### src/dti_pkg.sv
// ---------------------------------------------------------------------------
// dti_pkg: shared definitions for the decimal to int32 converter.
// Holds widths, the divide-by-ten constants and the control command word.
// ---------------------------------------------------------------------------
package dti_pkg;

  // Magnitude and scale widths.
  localparam int WORD_W  = 32;
  localparam int MANT_W  = 3 * WORD_W;
  localparam int SCALE_W = 5;

  // The magnitude is divided by ten one chunk at a time, top chunk first.
  localparam int CHUNK_W    = 16;
  localparam int NUM_CHUNKS = MANT_W / CHUNK_W;
  localparam int CHUNK_CNT_W = $clog2(NUM_CHUNKS);
  localparam int REM_W      = 4;
  localparam int CUR_W      = REM_W + CHUNK_W;

  // A chunk with its incoming remainder is below 10 * 2^16, so the
  // quotient by ten is (cur * DIV10_MAGIC) >> DIV10_SHIFT exactly.
  localparam int MAGIC_W     = 20;
  localparam int PROD_W      = CUR_W + MAGIC_W;
  localparam int DIV10_SHIFT = 23;
  localparam logic [MAGIC_W-1:0] DIV10_MAGIC = 20'd838861;

  // Largest magnitude that a negative result may have.
  localparam logic [WORD_W-1:0] INT_MIN_MAG = 32'h8000_0000;

  // Commands from the controller to the datapath.
  typedef struct packed {
    logic load;       // capture a new input word
    logic step;       // divide the top chunk by ten and rotate
    logic digit_end;  // this step finishes one divide by ten
    logic finish;     // range check and present the result
  } ctrl_cmd_t;

endpackage

### src/dti_ctrl.sv
// ---------------------------------------------------------------------------
// dti_ctrl: sequencer for the decimal to int32 converter.
// Counts decimal digits and chunks, and issues datapath commands.
// ---------------------------------------------------------------------------
module dti_ctrl (
  input  logic                        clk,
  input  logic                        rst,
  input  logic                        start,
  input  logic [dti_pkg::SCALE_W-1:0] scale,
  output logic                        busy,
  output dti_pkg::ctrl_cmd_t          cmd
);

  typedef enum logic [2:0] {
    ST_IDLE   = 3'b001,
    ST_DIVIDE = 3'b010,
    ST_CHECK  = 3'b100
  } state_t;

  localparam logic [dti_pkg::CHUNK_CNT_W-1:0] LAST_CHUNK =
    dti_pkg::CHUNK_CNT_W'(dti_pkg::NUM_CHUNKS - 1);

  state_t                          state, state_next;
  logic [dti_pkg::SCALE_W-1:0]     digit_cnt, digit_cnt_next;
  logic [dti_pkg::CHUNK_CNT_W-1:0] chunk_cnt, chunk_cnt_next;
  logic                            accept;
  logic                            last_chunk;

  assign busy       = (state != ST_IDLE);
  assign accept     = start && !busy;
  assign last_chunk = (chunk_cnt == LAST_CHUNK);

  // Next state and counter updates.
  always_comb begin
    state_next     = state;
    digit_cnt_next = digit_cnt;
    chunk_cnt_next = chunk_cnt;
    cmd            = '0;
    unique case (state)
      ST_IDLE: begin
        if (accept) begin
          cmd.load       = 1'b1;
          digit_cnt_next = scale;
          chunk_cnt_next = '0;
          state_next     = (scale == '0) ? ST_CHECK : ST_DIVIDE;
        end
      end
      ST_DIVIDE: begin
        cmd.step = 1'b1;
        if (last_chunk) begin
          cmd.digit_end  = 1'b1;
          chunk_cnt_next = '0;
          digit_cnt_next = digit_cnt - dti_pkg::SCALE_W'(1);
          if (digit_cnt == dti_pkg::SCALE_W'(1)) begin
            state_next = ST_CHECK;
          end
        end else begin
          chunk_cnt_next = chunk_cnt + dti_pkg::CHUNK_CNT_W'(1);
        end
      end
      ST_CHECK: begin
        cmd.finish = 1'b1;
        state_next = ST_IDLE;
      end
      default: begin
        state_next = ST_IDLE;
      end
    endcase
  end

  // State registers.
  always_ff @(posedge clk) begin
    if (rst) begin
      state     <= ST_IDLE;
      digit_cnt <= '0;
      chunk_cnt <= '0;
    end else begin
      state     <= state_next;
      digit_cnt <= digit_cnt_next;
      chunk_cnt <= chunk_cnt_next;
    end
  end

`ifndef SYNTHESIS
  // An accepted word always makes the block busy in the next cycle.
  a_accept_busy: assert property (@(posedge clk) disable iff (rst)
    accept |=> busy)
    else $error("block not busy after accepting a word");

  // The range check is always followed directly by idle.
  a_check_once: assert property (@(posedge clk) disable iff (rst)
    (state == ST_CHECK) |=> (state == ST_IDLE))
    else $error("range check did not return to idle");

  // A digit ends only on the last chunk, and the digit count is never
  // exhausted while dividing.
  a_digit_live: assert property (@(posedge clk) disable iff (rst)
    (state == ST_DIVIDE) |-> (digit_cnt != '0))
    else $error("dividing with no digits left");
`endif

endmodule

### config.mk
export PLATFORM = sky130hd
export DESIGN_NAME = dti_ctrl
export DESIGN_NICKNAME = d
export VERILOG_FILES = /design/src/dti_pkg.sv /design/src/dti_ctrl.sv
export SDC_FILE = /design/constraint.sdc
export NUM_CORES = 1
export LEC_CHECK = 0
export ABC_AREA = 1
export BUFFER_PORTS_ARGS = -buffer_cell sky130_fd_sc_hd__buf_2
export CAP_MARGIN = 10
export CORE_AREA = 2 2 41 43
export CTS_BUF_LIST = sky130_fd_sc_hd__clkbuf_2
export DETAILED_ROUTE_END_ITERATION = 8
export DIE_AREA = 0 0 43 45
export PLACE_DENSITY = 0.69
export SYNTH_ARGS = -nofsm -noshare
export SYNTH_HDL_FRONTEND = slang
export SYNTH_SLANG_ARGS = --single-unit
### constraint.sdc
create_clock -name clk -period 1.15 [get_ports clk]
set_input_delay 0.23 -clock clk [delete_from_list [all_inputs] [get_ports clk]]
set_output_delay 0.23 -clock clk [all_outputs]
set_load 0.05 [all_outputs]
==> reports/metrics.csv, run 1 <==
metric,value,unit
min-delay-start,rst,
fin_crit_sh,115,%
cts_root_buf,clkbuf_2,
overflow,0,
fp.dieH,45,microns
routedLengthMet1,950,microns
ant_nets,0,
hold_class,input pin to flip-flop,
status,finished with violations,
syn_inst,113,
worstMarginPinSlew,0.262,ns
synth_edf_count,0,
ys_seq_elements,11,
hold_path_depth,2,
die_area,0.00194,sq mm
clk_path_buf_depth,2,
fp-row-count,14,
antenna_found_initial,0,
dr.pass1.iters,4,
rsz0062_at_grt,true,
cp.required,0.92,ns
power.density,1850,mW/mm^2
violations,negative setup slack,
setup_viol,15,
max-vdd-ir-drop,1150,uV
route.met3.wl,66,microns
dp.cells,156,
htree_levels,1,
grt_pass1_vias,799,
synth.area.top_cells,"dfxtp_1 31%, nand2_1 16%, nor2_1 12%",
grt_max_degree,9,
slowest_delay,0.41,ns
drt-vias-per-instance,5.10,
yosysTopAreaCell,dfxtp_1,
wl,2190,microns
insertion_delay,0.27,ns
cts_tree,built,
synthTopCellsByCount,"30 x nand2_1, 22 x nor2_1, 15 x inv_1, 11 x dfxtp_1, 11 x nand3_1",
fin_crit,1.33,ns
fin_setup_tns,-1.54,ns
syn_to_final_growth,73.0,%
reg2reg_to,digit_cnt[3],
drc,0,
instances_no_fill,167,
slew_headroom,82.5,%
globalplace.congestion,0.792,
fmaxAchievable,754,MHz
startpoint_type,flip-flop,
synthDominantCellAreaShare,30.8,%
finalPower,2.29,mW
numCtsBuffers,3,
initial_core_util,48.6,%
utilization,84.0,%
fin_worst_skew,0.0208,ns
p_leak,0.589,nW
coreArea,0.00147,sq mm
worstSetupPathType,flip-flop to primary output,
critPathArrivalTime,1.10,ns
antenna_cells,0,
critical_path_buf_inv_count,2,
drv_slew,0,
layout-drive-gt1-share,50.3,%
seqCellArea,234,sq um
drv_cap,0,
clk_pin_slew,0.14,ns
reg2reg_slack,-0.12,ns
critical-path-top-delay-family,flip-flops,
dp_hpwl,1220,microns
n_fill_cell,89,
worstRegToRegCells,8,
crit_chain,inv_6 -> nor3_4 -> buf_6,
io_pins,13,
ys_warn_count,0,
crit_path_end_kind,primary output,
drt_iter0_markers,25,
fp.dieW,43,microns
r2r_start,state[2],
worst-path-max-fanout,4,
syn_avg_cell_area,6.32,sq um
met2_wirelength,1150,microns
nNetsFinal,162,
synth-seq-area-share,30.8,%
synthesis.nets,123,
synth_most_common_cell,nand2_1,
netlist_area,714,sq um
hold-path-endpoint,state[2],
wl_per_cell,13.1,microns
grt_pass1_wl,3280,microns
port_buffers,12,
synthFlopType,dfxtp_1,
grtUsageTotal,22.8,%
clock_sinks,11,
fin_ws,-0.177,ns
multi_input_area,622,sq um
vias,851,
synth_cell_types,19,
routed.top_layer,met4,
finalHoldViolCount,0,
cp_slowest_cell,dfxtp_4,
async_flop_share,0,%
area by class of cell:
type,count,share of cell area (%)
well taps,16,1.62
inverters,16,5.26
clock buffers,4,1.62
repair buffers,33,22.3
multi-input cells,87,50.3
flip-flops and latches,11,18.9
kinds of logic after synthesis:
group | Yosys count | share of synthesized area (%)
AND/OR/NAND/NOR | 75 | 50.4
buffers and inverters | 16 | 8.41
flip-flops | 11 | 30.8
AO/OA/AOI/OAI | 8 | 5.60
adder cells (fa/ha/maj) | 2 | 3.50
XOR/XNOR | 1 | 1.23
metal layers:
metal / vias up / track usage [%]
met5: - / 0
met4: 0 / 10.3
met3: 2 / 6.00
met2: 18 / 39.7
met1: 395 / 26.4
li1: 436 / -
how the worst max path moves through the flow:
stage             start      endpoint  depth (start not counted)
2_1_floorplan  state[2]  digit_cnt[3]                          8
3_3_place_gp   state[0]        cmd[1]                          4
3_5_place_dp   state[0]        cmd[1]                          4
4_1_cts        state[2]        cmd[0]                          3
5_1_grt        state[2]        cmd[0]                          3
6_report       state[2]        cmd[0]                          3
timing repair:
item                                   CTS  global route
resized for setup                       29            30
endpoints found under the hold margin    0             0
pin swaps                               15            18
setup endpoints to repair               15            15
hold buffers                             0             0
cloned                                   1             0
setup buffers                            5             1
power by group:
group / internal, mW / total, mW / switching (mW)
logic: 0.606 / 1.46 / 0.854
registers: 0.484 / 0.588 / 0.104
clock network: 0.0924 / 0.241 / 0.149
cell usage in the layout (no fill, tap or decap), types with 2 or more instances in the layout:
cell type  Yosys  layout
nand2_1       30      23
nor2_1        22      18
inv_1         15      14
buf_4          0      14
buf_6          0      12
buf_2          0       7
nand3_1       11       6
dfxtp_1       11       6
nand3_4        2       5
nor2_4         1       5
nand2_2        3       5
nand2_4        1       4
nand3_2        1       4
clkbuf_2       0       4
o21ai_1        1       3
dfxtp_4        0       3
nand2_8        0       2
a21oi_2        0       2
dfxtp_2        0       2
metrics by stage:
step	instance area, sq um	setup WS (ns)	hold slack (ns)
floorplan	749	-0.198	0.299
global placement	942	-0.0596	0.450
detailed placement	942	-0.0719	0.468
CTS	1110	-0.162	0.165
global route	1240	-0.223	0.180
finish	1240	-0.177	0.184
registers in the layout, summed over array words and instances, names as in the netlist:
name	count
digit_cnt	5
state	3
chunk_cnt	3
No activity file was read; power rests on OpenSTA's default activity.
==> inputs of run 2 (changes only) <==
==> constraint.sdc (replaced) <==
create_clock -name clk -period 1.15 [get_ports clk]
set_input_delay 0.0575 -clock clk [delete_from_list [all_inputs] [get_ports clk]]
set_output_delay 0.0575 -clock clk [all_outputs]
set_load 0.05 [all_outputs]
==> reports/metrics.csv, run 2 (synthesis results as in run 1) <==
metric,value,unit
status,finished with violations,
violations,negative setup slack,
numCtsBuffers,3,
fin_setup_tns,-0.552,ns
reg_top3,"digit_cnt (5), chunk_cnt (3), state (3)",
drt-vias-per-instance,5.28,
hold_class,input pin to flip-flop,
power.density,1870,mW/mm^2
grt_pass1_vias,735,
dr.pass1.iters,4,
final_common_cell,nand2_1,
die_area,0.00194,sq mm
clk_path_buf_depth,2,
mostFrequentLayoutCells,"27 x nand2_1, 19 x nor2_1, 13 x inv_1, 13 x buf_4",
grtUsageTotal,22.2,%
n_fill_cell,120,
fp.dieW,43,microns
antenna_cells,0,
drc,0,
drv_cap,0,
slowest_delay,0.39,ns
cp_slowest_cell,dfxtp_4,
cts_root_buf,clkbuf_2,
regMostFlops,digit_cnt,
fin_ws,-0.0944,ns
io_pins,13,
dpl_cell_area,902,sq um
fp.dieH,45,microns
crit_path_end_kind,primary output,
antenna_found_initial,0,
drt_iter0_markers,13,
fin_crit_sh,108,%
crit_chain,nor2_4 -> nand2_4 -> nor2_2 -> buf_6,
clock_sinks,11,
final_area,0.00111,sq mm
largest_reg_flops,5,
fp-row-count,14,
htree_levels,1,
coreArea,0.00147,sq mm
ant_nets,0,
max-vdd-ir-drop,1130,uV
port_buffers,12,
drv_slew,0,
grt_pass1_wl,3130,microns
globalplace.congestion,0.833,
fin_worst_skew,0.00608,ns
slew_headroom,81.8,%
overflow,0,
critPathArrivalTime,1.19,ns
initial_core_util,48.6,%
layout-drive-gt1-share,40.8,%
syn_to_final_growth,54.8,%
nNetsFinal,158,
rsz0062_at_grt,true,
wl_per_cell,13.2,microns
p_leak,0.548,nW
vias,860,
worstMarginPinSlew,0.273,ns
wl,2150,microns
worstSetupPathType,flip-flop to primary output,
startpoint_type,flip-flop,
dp_hpwl,1400,microns
fin_crit,1.24,ns
setup_viol,12,
grt_max_degree,11,
cts_tree,built,
clk_pin_slew,0.12,ns
finalHoldViolCount,0,
cp.required,1.09,ns
worst-path-max-fanout,4,
fmaxAchievable,804,MHz
insertion_delay,0.29,ns
-- run 2: cell types whose count changed in the layout (fill, tap and decap cells not counted), sizes merged --
cell and delta:
buf -5, dlygate4sd3 +1
-- run 2: layer usage --
layer	GRT usage [%]	vias to the layer above	wire length, microns
li1	-	419	-
met1	25.2	409	838
met2	39.4	25	1180
met3	3.60	7	68
met4	13.3	0	57
met5	0	-	0
-- run 2: per-stage QoR --
stage | power, mW | setup WS, ns | util [%] | cells | hold slack [ns]
floorplan | 1.26 | -0.215 | - | 113 | 0.127
global placement | 1.54 | -0.0598 | 61.3 | 152 | 0.275
detailed placement | 1.57 | -0.0739 | 61.3 | 152 | 0.272
CTS | 1.89 | -0.0640 | 68.6 | 160 | 0.110
global route | 2.21 | -0.131 | 75.2 | 163 | 0.119
finish | 2.07 | -0.0944 | 75.2 | 163 | 0.0948
-- run 2: worst max-delay path, delay by kind of cell, from the launching register on --
family	cells	cell delay [ns]
flip-flops	1	0.39
buffers and inverters	1	0.17
AND/OR/NAND/NOR	3	0.35
-- run 2: final timing paths --
kind,cells past startpoint,slack [ns],startpoint,endpoint
setup reg to reg,8,-0.05,state[0],state[1]
hold reg to reg,2,0.52,chunk_cnt[1],chunk_cnt[1]
setup / recovery,4,-0.09,state[0],cmd[1]
hold / removal,5,0.09,scale[3],digit_cnt[3]
-- run 2: power breakdown --
| part | switching (mW) | leakage, nW | internal (mW) |
|---|---|---|---|
| sequential | 0.0965 | 0.0919 | 0.479 |
| combinational | 0.747 | 0.440 | 0.505 |
| clock | 0.148 | 0.0166 | 0.0921 |
| total | 0.992 | 0.548 | 1.08 |
-- run 2: what timing repair did --
item	in CTS	in global routing
resized for setup	17	20
hold endpoints to repair	3	0
hold buffers	1	0
pin swaps	3	7
setup endpoints to repair	11	14
setup buffers	3	2
gates cloned	0	1
-- run 2: cell type report --
type                    count  area, sq um  share of cell area (%)
clock buffers               4         20.0                    1.81
well taps                  16         20.0                    1.81
flip-flops and latches     11          231                    20.9
repair buffers             29          236                    21.4
multi-input cells          87          533                    48.2
inverters                  16         65.1                    5.88
==> inputs of run 3 (changes only) <==
--- a/config.mk
+++ b/config.mk
@@ -10,9 +10,10 @@
 export CAP_MARGIN = 10
 export CORE_AREA = 2 2 41 43
 export CTS_BUF_LIST = sky130_fd_sc_hd__clkbuf_2
+export CTS_CLUSTER_DIAMETER = 50
 export DETAILED_ROUTE_END_ITERATION = 8
 export DIE_AREA = 0 0 43 45
-export PLACE_DENSITY = 0.69
+export PLACE_DENSITY = 0.75
 export SYNTH_ARGS = -nofsm -noshare
 export SYNTH_HDL_FRONTEND = slang
 export SYNTH_SLANG_ARGS = --single-unit
==> constraint.sdc (replaced) <==
create_clock -name clk -period 1.3 [get_ports clk]
set_input_delay 0.065 -clock clk [delete_from_list [all_inputs] [get_ports clk]]
set_output_delay 0.065 -clock clk [all_outputs]
set_load 0.05 [all_outputs]
==> reports/metrics.csv, run 3 (synthesis results as in run 1) <==
metric,value,unit
status,completed,
dpl_cell_area,842,sq um
clock_sinks,11,
pwr-share-clk,12.9,%
reg2reg_to,digit_cnt[4],
startpoint_type,flip-flop,
grt_max_degree,11,
fin_crit_sh,93.9,%
worst-path-max-fanout,4,
grt_pass1_vias,710,
endpoint,cmd[3],
clk_path_buf_depth,2,
fin_ws,0.0797,ns
grtUsageMet3,2.40,%
rsz0062_at_grt,false,
grtUsageTotal,19.5,%
p_sw_share,47.0,%
critPathArrivalTime,1.16,ns
wl_per_cell,10.3,microns
combinationalPowerShare,54.7,%
max-vdd-ir-drop,768,uV
initial_core_util,48.6,%
reg2reg_slack,0.11,ns
switchingPower,721,uW
final_common_cell,nand2_1,
clk_pin_slew,0.11,ns
fp.dieH,45,microns
antenna_cells,0,
vias,763,
layout-drive-gt1-share,32.8,%
globalplace.congestion,0.842,
p_leak,0.475,nW
setup_viol,0,
instances_no_fill,153,
slowest_delay,0.39,ns
multi_input_area,467,sq um
drt_iter0_markers,17,
mostFrequentLayoutCells,"29 x nand2_1, 20 x nor2_1, 15 x inv_1",
cts_root_buf,clkbuf_2,
finalHoldViolCount,0,
worstRegToRegCells,9,
dp_slack,0.0586,ns
dr.pass1.iters,4,
ant_nets,0,
reg_top3,"digit_cnt (5), chunk_cnt (3), state (3)",
cp_slowest_cell,dfxtp_2,
r2r_start,state[2],
dp_hpwl,1230,microns
cp-startpoint,state[0],
busiest_layer,met2,
wl,1580,microns
hold_path_depth,5,
insertion_delay,0.26,ns
antenna_found_initial,0,
die_area,0.00194,sq mm
worstSetupPathType,flip-flop to primary output,
final_area,947,sq um
io_pins,13,
n_fill_cell,139,
grt_pass1_wl,2810,microns
power.density,1620,mW/mm^2
fmaxAchievable,819,MHz
nNetsFinal,148,
drc,0,
fp.dieW,43,microns
dp.cells,144,
fin_setup_tns,0,ns
crit_path_end_kind,primary output,
port_buffers,12,
seq_power_share,32.4,%
drv_cap,0,
cp.required,1.24,ns
hold_class,input pin to flip-flop,
fp-row-count,14,
drv_slew,0,
crit_chain,buf_4 -> nand3_4 -> nor2_2 -> buf_6,
fin_worst_skew,0.00545,ns
use_met2,37.9,%
coreArea,0.00147,sq mm
htree_levels,1,
slew_headroom,82.9,%
worstMarginPinSlew,0.257,ns
numCtsBuffers,3,
internal_power,813,uW
largest_reg_flops,5,
cts_tree,built,
syn_to_final_growth,32.6,%
regMostFlops,digit_cnt,
overflow,0,
drt-vias-per-instance,4.99,
fin_crit,1.22,ns
met1_usage,20.3,%
seqCellArea,226,sq um
-- run 3: changes by cell type in the layout (fill, tap and decap cells not counted), moves of 3 or more --
cell,previous run,this run
nand2_4,4,1
dfxtp_2,0,5
dfxtp_4,3,0
buf_6,7,3
buf_4,13,7
-- run 3: worst min-delay path by stage --
stage / slack, ns / from / to
floorplan: 0.13 / rst / chunk_cnt[1]
global placement: 0.29 / rst / chunk_cnt[1]
detailed placement: 0.29 / rst / chunk_cnt[1]
CTS: 0.13 / scale[2] / digit_cnt[2]
global route: 0.14 / scale[4] / digit_cnt[4]
finish: 0.14 / scale[2] / digit_cnt[2]
-- run 3: through the flow --
stage                     util, %  hold slack (ns)  power, mW
final                        64.4            0.143       1.53
after global routing         64.4            0.142       1.68
after CTS                    61.1            0.134       1.51
after detailed placement     57.2            0.288       1.28
after global placement       57.2            0.286       1.26
after floorplan                 -            0.134       1.11
-- run 3: worst max-delay path, delay by kind of cell, from the launching register on --
family	cells	cell delay, ns
simple gates	2	0.20
buf+inv	2	0.30
flops	1	0.39
-- run 3: power groups by stage --
| stage | clock [mW] | combinational [mW] | sequential (mW) |
|---|---|---|---|
| 2_1_floorplan | 0 | 0.621 | 0.490 |
| 3_3_place_gp | 0 | 0.766 | 0.496 |
| 3_5_place_dp | 0 | 0.780 | 0.498 |
| 4_1_cts | 0.207 | 0.807 | 0.493 |
| 5_1_grt | 0.227 | 0.947 | 0.505 |
| 6_report | 0.197 | 0.840 | 0.497 |
-- run 3: final cells by class --
| type | instances | share of cell area, % |
|---|---|---|
| multi-input combinational | 86 | 49.3 |
| sequential | 11 | 23.9 |
| timing repair buffer | 20 | 16.0 |
| inverter | 16 | 6.61 |
| clock buffer | 4 | 2.11 |
| tap | 16 | 2.11 |
-- run 3: routing by layer --
layer  share of wire [%]  vias to the layer above
met4                 2.0                        0
met1                  40                      345
li1                    -                      400
met2                  55                       14
met5                   0                        -
met3                 3.0                        4
-- run 3: repair_timing --
action                                 4_1_cts  5_1_grt
setup buffers                                2        2
gates resized for setup                      5       11
setup endpoints to repair                    4        6
pin swaps                                    2        2
gates cloned                                 0        0
hold buffers                                 1        0
endpoints found under the hold margin        3        0
